### config.mk
export PLATFORM = sky130hd
export DESIGN_NAME = crc16_frame_receiver_core
export DESIGN_NICKNAME = d
export VERILOG_FILES = /design/src/rtl/cfr_pkg.sv /design/src/rtl/cfr_in_reg.sv /design/src/rtl/cfr_frame_engine.sv /design/src/rtl/crc16_frame_receiver_core.sv
export SDC_FILE = /design/constraint.sdc
export NUM_CORES = 1
export LEC_CHECK = 0
export BUFFER_PORTS_ARGS = -buffer_cell sky130_fd_sc_hd__buf_2
export CELL_PAD_IN_SITES_DETAIL_PLACEMENT = 1
export CELL_PAD_IN_SITES_GLOBAL_PLACEMENT = 1
export CORE_AREA = 2 2 154 156
export CTS_CLUSTER_SIZE = 25
export DETAILED_ROUTE_END_ITERATION = 10
export DIE_AREA = 0 0 156 158
export PLACE_DENSITY = 0.88
export REMOVE_ABC_BUFFERS = 1
export SLEW_MARGIN = 40
export SYNTH_ARGS = -nofsm -noshare
export SYNTH_HDL_FRONTEND = slang
export SYNTH_SLANG_ARGS = --single-unit
export TNS_END_PERCENT = 30
### constraint.sdc
create_clock -name clk -period 13.16 [get_ports clk]
set_input_delay 2.632 -clock clk [delete_from_list [all_inputs] [get_ports clk]]
set_output_delay 2.632 -clock clk [all_outputs]
set_load 0.03 [all_outputs]
### src/rtl/cfr_pkg.sv
// ----------------------------------------------------------------------------
// cfr_pkg
// Shared types, codes and the CRC-16 byte update for the frame receiver.
// ----------------------------------------------------------------------------
package cfr_pkg;

  // Frame layout
  localparam int POS_W    = 9;
  localparam logic [POS_W-1:0] HDR_BYTES = 9'd8;
  localparam logic [POS_W-1:0] POS_MAX   = 9'h1FF;
  localparam logic [15:0] CRC_INIT = 16'hFFFF;

  // Register indexes on the configuration port
  typedef enum logic [1:0] {
    REG_SYNC_FIRST  = 2'd0,
    REG_SYNC_SECOND = 2'd1,
    REG_CRC_POLY    = 2'd2
  } reg_index_t;

  // Verdict codes
  typedef enum logic [1:0] {
    STATUS_OK        = 2'd0,
    STATUS_TOO_SHORT = 2'd1,
    STATUS_BAD_SYNC  = 2'd2,
    STATUS_CRC_ERR   = 2'd3
  } frame_status_t;

  // Result beat kinds
  typedef enum logic {
    KIND_PAYLOAD = 1'b0,
    KIND_VERDICT = 1'b1
  } result_kind_t;

  typedef struct packed {
    logic [7:0] data_byte;
    logic       last_byte;
  } in_beat_t;

  typedef struct packed {
    logic        result_kind;
    logic [7:0]  payload_data;
    logic [1:0]  frame_status;
    logic [7:0]  source_node;
    logic [7:0]  dest_node;
    logic [7:0]  message_type;
    logic [15:0] message_id;
    logic [7:0]  payload_length;
    logic [15:0] received_crc;
  } out_beat_t;

  typedef struct packed {
    logic [7:0]  sync_first_byte;
    logic [7:0]  sync_second_byte;
    logic [15:0] crc_polynomial;
  } cfg_regs_t;

  // CRC-16, MSB first, one byte per call (eight shift/xor steps)
  function automatic logic [15:0] crc_feed(input logic [15:0] crc_in,
                                           input logic [7:0]  data,
                                           input logic [15:0] poly);
    logic [15:0] crc;
    crc = crc_in ^ {data, 8'h00};
    for (int k = 0; k < 8; k++) begin
      if (crc[15]) begin
        crc = {crc[14:0], 1'b0} ^ poly;
      end else begin
        crc = {crc[14:0], 1'b0};
      end
    end
    return crc;
  endfunction

endpackage

### src/rtl/cfr_in_reg.sv
// ----------------------------------------------------------------------------
// cfr_in_reg
// Input register: captures one byte beat and holds it until the engine takes it.
// ----------------------------------------------------------------------------
module cfr_in_reg (
  input  logic              clk,
  input  logic              rst,
  input  logic              in_valid,
  output logic              in_ready,
  input  cfr_pkg::in_beat_t in_data,
  output logic              item_valid,
  output cfr_pkg::in_beat_t item,
  input  logic              item_take
);
  import cfr_pkg::*;

  // Accept when empty or when the held beat leaves this cycle
  assign in_ready = !item_valid || item_take;

  // Track occupancy
  always_ff @(posedge clk) begin
    if (rst) begin
      item_valid <= 1'b0;
    end else if (in_ready) begin
      item_valid <= in_valid;
    end
  end

  // Load payload
  always_ff @(posedge clk) begin
    if (in_valid && in_ready) begin
      item <= in_data;
    end
  end

endmodule

### src/rtl/cfr_frame_engine.sv
// ----------------------------------------------------------------------------
// cfr_frame_engine
// Frame parser: tracks byte position, header fields and running CRC, and
// writes payload or verdict beats into the result register.
// ----------------------------------------------------------------------------
module cfr_frame_engine (
  input  logic               clk,
  input  logic               rst,
  input  cfr_pkg::cfg_regs_t cfg,
  input  logic               item_valid,
  input  cfr_pkg::in_beat_t  item,
  output logic               item_take,
  output logic               out_valid,
  input  logic               out_ready,
  output cfr_pkg::out_beat_t out_data
);
  import cfr_pkg::*;

  logic [POS_W-1:0] byte_position, byte_position_next;
  logic [15:0]      running_crc, running_crc_next;
  logic [7:0]       held_source, held_source_next;
  logic [7:0]       held_dest, held_dest_next;
  logic [7:0]       held_msg_type, held_msg_type_next;
  logic [15:0]      held_msg_id, held_msg_id_next;
  logic [7:0]       held_payload_len, held_payload_len_next;
  logic [7:0]       crc_low_byte, crc_low_byte_next;
  logic             verdict_given, verdict_given_next;

  logic             has_result;
  logic             res_kind;
  logic [7:0]       res_payload;
  logic [1:0]       res_status;
  logic [15:0]      res_crc;
  logic [POS_W-1:0] frame_end;
  logic [15:0]      crc_updated;
  logic [15:0]      rx_crc;
  logic             sync_bad;
  logic [7:0]       b;
  logic             last;

  // Process a beat whenever the result register can take one
  assign item_take = item_valid && (!out_valid || out_ready);

  assign b           = item.data_byte;
  assign last        = item.last_byte;
  assign crc_updated = crc_feed(running_crc, b, cfg.crc_polynomial);
  assign rx_crc      = {b, crc_low_byte};

  // Next frame state and result for the held beat
  always_comb begin
    byte_position_next    = byte_position;
    running_crc_next      = running_crc;
    held_source_next      = held_source;
    held_dest_next        = held_dest;
    held_msg_type_next    = held_msg_type;
    held_msg_id_next      = held_msg_id;
    held_payload_len_next = held_payload_len;
    crc_low_byte_next     = crc_low_byte;
    verdict_given_next    = verdict_given;
    has_result            = 1'b0;
    res_kind              = KIND_VERDICT;
    res_payload           = 8'h00;
    res_status            = STATUS_OK;
    res_crc               = 16'h0000;
    frame_end             = HDR_BYTES + {1'b0, held_payload_len};
    sync_bad              = 1'b0;

    if (verdict_given) begin
      // Drop trailing bytes until the buffer ends
      if (last) begin
        byte_position_next = '0;
        running_crc_next   = CRC_INIT;
        verdict_given_next = 1'b0;
      end
    end else begin
      // Clear header holds at the start of a buffer
      if (byte_position == '0) begin
        held_source_next      = 8'h00;
        held_dest_next        = 8'h00;
        held_msg_type_next    = 8'h00;
        held_msg_id_next      = 16'h0000;
        held_payload_len_next = 8'h00;
        crc_low_byte_next     = 8'h00;
        frame_end             = HDR_BYTES;
      end

      sync_bad = (byte_position == 9'd0 && b != cfg.sync_first_byte) ||
                 (byte_position == 9'd1 && b != cfg.sync_second_byte);

      priority if (sync_bad) begin
        has_result = 1'b1;
        res_status = STATUS_BAD_SYNC;
      end else if (byte_position < HDR_BYTES) begin
        // Capture header fields
        unique case (byte_position[2:0])
          3'd2:    held_source_next      = b;
          3'd3:    held_dest_next        = b;
          3'd4:    held_msg_type_next    = b;
          3'd5:    held_msg_id_next      = {held_msg_id[15:8], b};
          3'd6:    held_msg_id_next      = {b, held_msg_id[7:0]};
          3'd7:    held_payload_len_next = b;
          default: ;
        endcase
        running_crc_next = crc_updated;
        if (last) begin
          has_result = 1'b1;
          res_status = STATUS_TOO_SHORT;
        end
      end else if (byte_position < frame_end) begin
        // Pass payload through, or cut short on an early end
        running_crc_next = crc_updated;
        has_result       = 1'b1;
        if (last) begin
          res_status = STATUS_TOO_SHORT;
        end else begin
          res_kind    = KIND_PAYLOAD;
          res_payload = b;
        end
      end else if (byte_position == frame_end) begin
        crc_low_byte_next = b;
        if (last) begin
          has_result = 1'b1;
          res_status = STATUS_TOO_SHORT;
        end
      end else begin
        // Final CRC byte: compare trailer against running CRC
        has_result = 1'b1;
        res_crc    = rx_crc;
        res_status = (rx_crc == running_crc) ? STATUS_OK : STATUS_CRC_ERR;
      end

      if (last) begin
        byte_position_next = '0;
        running_crc_next   = CRC_INIT;
        verdict_given_next = 1'b0;
      end else begin
        if (has_result && res_kind == KIND_VERDICT) begin
          verdict_given_next = 1'b1;
        end
        if (byte_position != POS_MAX) begin
          byte_position_next = byte_position + 9'd1;
        end
      end
    end
  end

  // Update frame state
  always_ff @(posedge clk) begin
    if (rst) begin
      byte_position    <= '0;
      running_crc      <= CRC_INIT;
      held_source      <= 8'h00;
      held_dest        <= 8'h00;
      held_msg_type    <= 8'h00;
      held_msg_id      <= 16'h0000;
      held_payload_len <= 8'h00;
      crc_low_byte     <= 8'h00;
      verdict_given    <= 1'b0;
    end else if (item_take) begin
      byte_position    <= byte_position_next;
      running_crc      <= running_crc_next;
      held_source      <= held_source_next;
      held_dest        <= held_dest_next;
      held_msg_type    <= held_msg_type_next;
      held_msg_id      <= held_msg_id_next;
      held_payload_len <= held_payload_len_next;
      crc_low_byte     <= crc_low_byte_next;
      verdict_given    <= verdict_given_next;
    end
  end

  // Result register valid
  always_ff @(posedge clk) begin
    if (rst) begin
      out_valid <= 1'b0;
    end else begin
      if (out_ready) begin
        out_valid <= 1'b0;
      end
      if (item_take && has_result) begin
        out_valid <= 1'b1;
      end
    end
  end

  // Result register payload
  always_ff @(posedge clk) begin
    if (item_take && has_result) begin
      out_data.result_kind    <= res_kind;
      out_data.payload_data   <= res_payload;
      out_data.frame_status   <= res_status;
      out_data.source_node    <= held_source_next;
      out_data.dest_node      <= held_dest_next;
      out_data.message_type   <= held_msg_type_next;
      out_data.message_id     <= held_msg_id_next;
      out_data.payload_length <= held_payload_len_next;
      out_data.received_crc   <= res_crc;
    end
  end

endmodule

### src/rtl/crc16_frame_receiver_core.sv
// A byte waits in the input register until the engine takes it; its result is registered.
// Throughput: one byte per cycle when the result port is not stalled; the CRC update is eight
//   shift/xor steps unrolled between the input register and the running CRC register.
// A byte that gives no result (sync, header, CRC low byte, trailing) also waits on a stall.
// Reset (rst, synchronous): clears frame state, CRC to 0xFFFF, empties both
//   registers, loads sync bytes 0x00 and polynomial 0x1021.
// ----------------------------------------------------------------------------
// crc16_frame_receiver_core
// Byte-stream frame receiver with sync check, header capture and CRC-16 check.
// ----------------------------------------------------------------------------
module crc16_frame_receiver_core (
  input  logic               clk,
  input  logic               rst,
  input  logic               cfg_we,
  input  logic [1:0]         cfg_index,
  input  logic [15:0]        cfg_data,
  input  logic               in_valid,
  output logic               in_ready,
  input  cfr_pkg::in_beat_t  in_data,
  output logic               out_valid,
  input  logic               out_ready,
  output cfr_pkg::out_beat_t out_data
);
  import cfr_pkg::*;

  cfg_regs_t cfg;
  logic      item_valid;
  in_beat_t  item;
  logic      item_take;

  // Configuration registers
  always_ff @(posedge clk) begin
    if (rst) begin
      cfg.sync_first_byte  <= 8'h00;
      cfg.sync_second_byte <= 8'h00;
      cfg.crc_polynomial   <= 16'h1021;
    end else if (cfg_we) begin
      unique case (reg_index_t'(cfg_index))
        REG_SYNC_FIRST:  cfg.sync_first_byte  <= cfg_data[7:0];
        REG_SYNC_SECOND: cfg.sync_second_byte <= cfg_data[7:0];
        REG_CRC_POLY:    cfg.crc_polynomial   <= cfg_data;
        default: ;
      endcase
    end
  end

  cfr_in_reg u_in_reg (
    .clk        (clk),
    .rst        (rst),
    .in_valid   (in_valid),
    .in_ready   (in_ready),
    .in_data    (in_data),
    .item_valid (item_valid),
    .item       (item),
    .item_take  (item_take)
  );

  cfr_frame_engine u_engine (
    .clk        (clk),
    .rst        (rst),
    .cfg        (cfg),
    .item_valid (item_valid),
    .item       (item),
    .item_take  (item_take),
    .out_valid  (out_valid),
    .out_ready  (out_ready),
    .out_data   (out_data)
  );

endmodule

After elaboration in Yosys (flattened, before gate mapping)
Index checks and enable logic that the tools add are counted.
- add/subtract/negate cells: 2
- $lt $le $gt $ge: 2
- eq/ne operators: 16
- multiplexer cells: 73
- bitwise logic cells: 11
- reductions and logical operators: 25
- operators by type and width (kind ; count):
    two-way mux 16 bit ; 18
    two-way mux 8 bit ; 25
    XOR 16 bit ; 9
    two-way mux 9 bit ; 6
    case mux 16 bit (2 select lines) ; 1
    two-way mux 1 bit ; 18
    equality test 16 bit ; 1
    != test 8 bit ; 2
    equality test 3 bit, second input constant ; 4
    two-way mux 2 bit ; 5
    OR reduction 5 bit ; 2
    adder 4 x 8 -> 9 bit, first input constant ; 1
    adder 9 x 1 -> 9 bit, second input constant ; 1
    equality test 9 x 1 -> 1 bit, second input constant ; 1
    equality test 9 bit ; 1
    logical NOT 9 bit ; 1
    < comparator 9 x 4 -> 1 bit, second input constant ; 1
    < comparator 9 bit ; 1
    != test 9 bit, second input constant ; 1
    AND reduction 2 bit ; 4
    equality test 3 x 2 -> 1 bit, second input constant ; 2
    logical AND 1 bit ; 6
    != test 2 bit, second input constant ; 2
    AND reduction 4 bit ; 1
    other kinds (10) ; 15
- bits in registers: 200
- output and inout bits: 77
- word-level logic and storage cells: 155

Longest topological paths before layout
- depth in word-level cells: 22
- depth in mapped cells: 20

Modules after synthesis
From an unflattened synthesis, not the netlist that was laid out.
- cell total of the unflattened synthesis: 1167
- area total of the unflattened synthesis: 10983.0 µm²
- by module, submodules not included (module ; instances ; cells an instance ; area each (µm²)):
    cfr_frame_engine ; 1 ; 1026 ; 9312.7
    crc16_frame_receiver_core ; 1 ; 127 ; 1345.0
    cfr_in_reg ; 1 ; 14 ; 325.3

Least setup slack after synthesis
Ideal clock, no wire load.
- path type: input to output
- start point: input port out_ready
- end point: output port in_ready
- arrival time: 2.978 ns
- setup slack: 7.550 ns
- stages on the path: 1
- buffers on the path: 0
- path through: nand3b_1
- longest elaborated chain between the ends: 3
- RTL lines (what ; RTL line ; source):
    start: declaration ; crc16_frame_receiver_core.sv:21 ; input logic out_ready,
    logical OR 1 bit ; cfr_frame_engine.sv:42 ; assign item_take = item_valid && (!out_valid || out_ready);
    logical AND 1 bit ; cfr_frame_engine.sv:42 ;
    logical OR 1 bit ; cfr_in_reg.sv:18 ; assign in_ready = !item_valid || item_take;
    end: declaration ; crc16_frame_receiver_core.sv:18 ; output logic in_ready,
No other way between the ends.

Worst setup path in the final report
Same ends and word-level chain as after synthesis.

==> run metrics <==
minimum clock period=5.76 ns; crit path cell chain=buf_2 > nand3b_1 > buf_2; most area-consuming cells after synthesis=edfxtp_1 (22%), dfxtp_1 (21%), xnor2_1 (8.6%); largest net degree at the start of global routing=54; GRT Resource Usage Total=28.9%; Reg clk slew, reported paths=0.09 ns; max-slew violations=0; delay of the slowest critical-path stage=0.20 ns; worst slew pin tran=0.816 ns; area of the mapped netlist=11300 sq um; post-DP HPWL=23.5 mm; MaxCap Viol Count=0; CP Max Fanout=3; Rows=56; skew final=0.0148 ns; status=complete, no violations; synth unique cells=75; core area=23100 sq um; Worst Path Buf+Inv=2; Syn Inst Count=1252; Final Wtd Congestion=0.863; total CTS buffers=17; starting density of the core=48.8%; TritonCTS clock tree=built; Req. time, crit path=10.53 ns; Main synth FF type=dfxtp_1; vias in the first global route=10200; top cells by count, synth=nand2_1 (182), dfxtp_1 (116), nor2_1 (115); period utilization=43.7%; CTS Sinks=200; DP Area=12000 sq um; met1 Track Usage GR=36.6%; Synth area leader=edfxtp_1; Hold Crit Class=reg -> reg; met2 usage=49.1%; via count=9927; I/O Pins=109; Clk Latency, worst-skew pair=0.45 ns; endpoint class of the critical path=primary output; antenna violations before repair=0; setup TNS=0 ns; first-pass GRT wire length=55.6 mm; 1st-pass router iterations=5; ys async rst share=0%; vias per cell=6.17; global routing's busiest layer=met2; htree depth=4; yosys warns=0; Root Driver=clkbuf_16; GR Overflow Total=0; Area Growth Syn to Fin=12.1%; # nets final=1354; final wirelength=35.4 mm; slowest stage cell, crit path=buf_2; crit path launch type=primary input; Die ar.=24600 sq um; Iter 0 DRT Violations=806; register bit total from synthesis=200; Port Buf Inserts=108; maximum vdd drop=0.100 mV; Max Clk Rate=174 MHz; synthesized area per cell=8.99 sq um; top cell type's share of synthesized area=22.4%; Fin. Hold Viols=0; hold buffer count at cts=0; P_leak=4.75 nW; post_cts resized=0; GR Util met3=5.04%; WL per Instance=22.0 um; Worst slew margin=45.5%; EDFF count, synth=84; CP arrival=3.12 ns; count leader, synth=nand2_1; pwr dens=118 nW/um^2; Post-CTS Repair Setup Buffers=0; final setup vio count=0; most frequent CP cell=buf_2; Finished Cell Area=12600 sq um; die height=158 um; maximum clock insertion buffer count=2; RSZ-0062 raised after global routing=no; CP Class=in -> out; # DRC=0; register area share after synthesis=43.1%; die width=156 um; Largest delay share family, worst path=buffers and inverters; n_diodes=0; layout cell share with drive strength beyond 1=14.2%; post-route ant nets=0
-- through the flow --
step / worst slack (ns) / cells / total power, mW / util, % / hold slack, ns
global placement: 7.43 / 1573 / 0.937 / 51.6 / 0.442
detailed placement: 7.41 / 1576 / 0.949 / 52.0 / 0.451
finish: 7.40 / 1608 / 1.49 / 54.7 / 0.468
global route: 7.38 / 1608 / 1.54 / 54.7 / 0.488
floorplan: 7.55 / 1162 / 0.868 / - / 0.427
CTS: 7.40 / 1608 / 1.49 / 54.7 / 0.464
-- cell usage in the layout (no fill, tap or decap), types with 28 or more instances in the layout --
cell / count
nand2_1: 182
dfxtp_1: 115
nor2_1: 112
xnor2_1: 110
buf_2: 107
edfxtp_1: 84
a21oi_1: 83
o21ai_0: 46
and3_1: 35
a22oi_1: 34
a22o_1: 32
nand3_1: 29
mux2i_1: 28
-- report_power, final --
part | switching (mW) | internal (mW) | total [mW]
logic | 0.173 | 0.0945 | 0.267
registers | 0.0156 | 0.660 | 0.676
clock network | 0.288 | 0.261 | 0.549
total | 0.476 | 1.02 | 1.49
-- area by class of cell --
cell class                 instances  area [sq um]
fill                            2681         10400
clock buffer                      17           425
clock inverter                    15           188
inverter                          25          93.8
sequential                       200          4850
timing repair buffer             124           678
tap                              290           363
multi-input combinational        937          6020
-- state kept, by name (all words and copies together) (netlist names) --
name                       count
u_engine.out_data             75
cfg                           32
u_engine.held_msg_id          16
u_engine.running_crc          16
u_engine.byte_position         9
u_in_reg.item                  9
u_engine.crc_low_byte          8
u_engine.held_dest             8
u_engine.held_msg_type         8
u_engine.held_payload_len      8
u_engine.held_source           8
u_engine.out_valid             1
u_engine.verdict_given         1
u_in_reg.item_valid            1
-- path summary, 6_finish.rpt --
path	start	end	slack (ns)	cells past startpoint
worst max register to register	u_engine.byte_position[7]	u_engine.out_data[73]	7.83	17
worst min register to register	u_engine.held_msg_type[2]	u_engine.held_msg_type[2]	0.47	2
worst max-delay path	out_ready	in_ready	7.40	3
worst min-delay path	u_engine.held_msg_type[2]	u_engine.held_msg_type[2]	0.47	2
-- worst min-delay path: cells and delay by family, from the launching register on --
| kind | cells | cell delay, ns |
|---|---|---|
| and+or+nand+nor | 1 | 0.05 |
| DFF | 1 | 0.32 |
| AOI/OAI and AO/OA | 1 | 0.05 |
-- per-layer routing --
metal	routed length, um	part of all wire, %	vias to the layer above
met2	17300	49	360
li1	-	-	4509
met4	1270	3.6	0
met1	15100	43	4960
met5	0	0	-
met3	1810	5.1	98
-- cell families after synthesis --
family / count (synthesis) / synth area share (%)
DFF: 200 / 43.1
adders and majority gates: 17 / 1.89
AOI/OAI and AO/OA: 274 / 16.3
buffers and inverters: 115 / 3.99
muxes: 29 / 2.62
and+or+nand+nor: 473 / 19.6
xor gates and xnor gates: 144 / 12.6
Note: power is estimated with default switching activity, not from simulation.
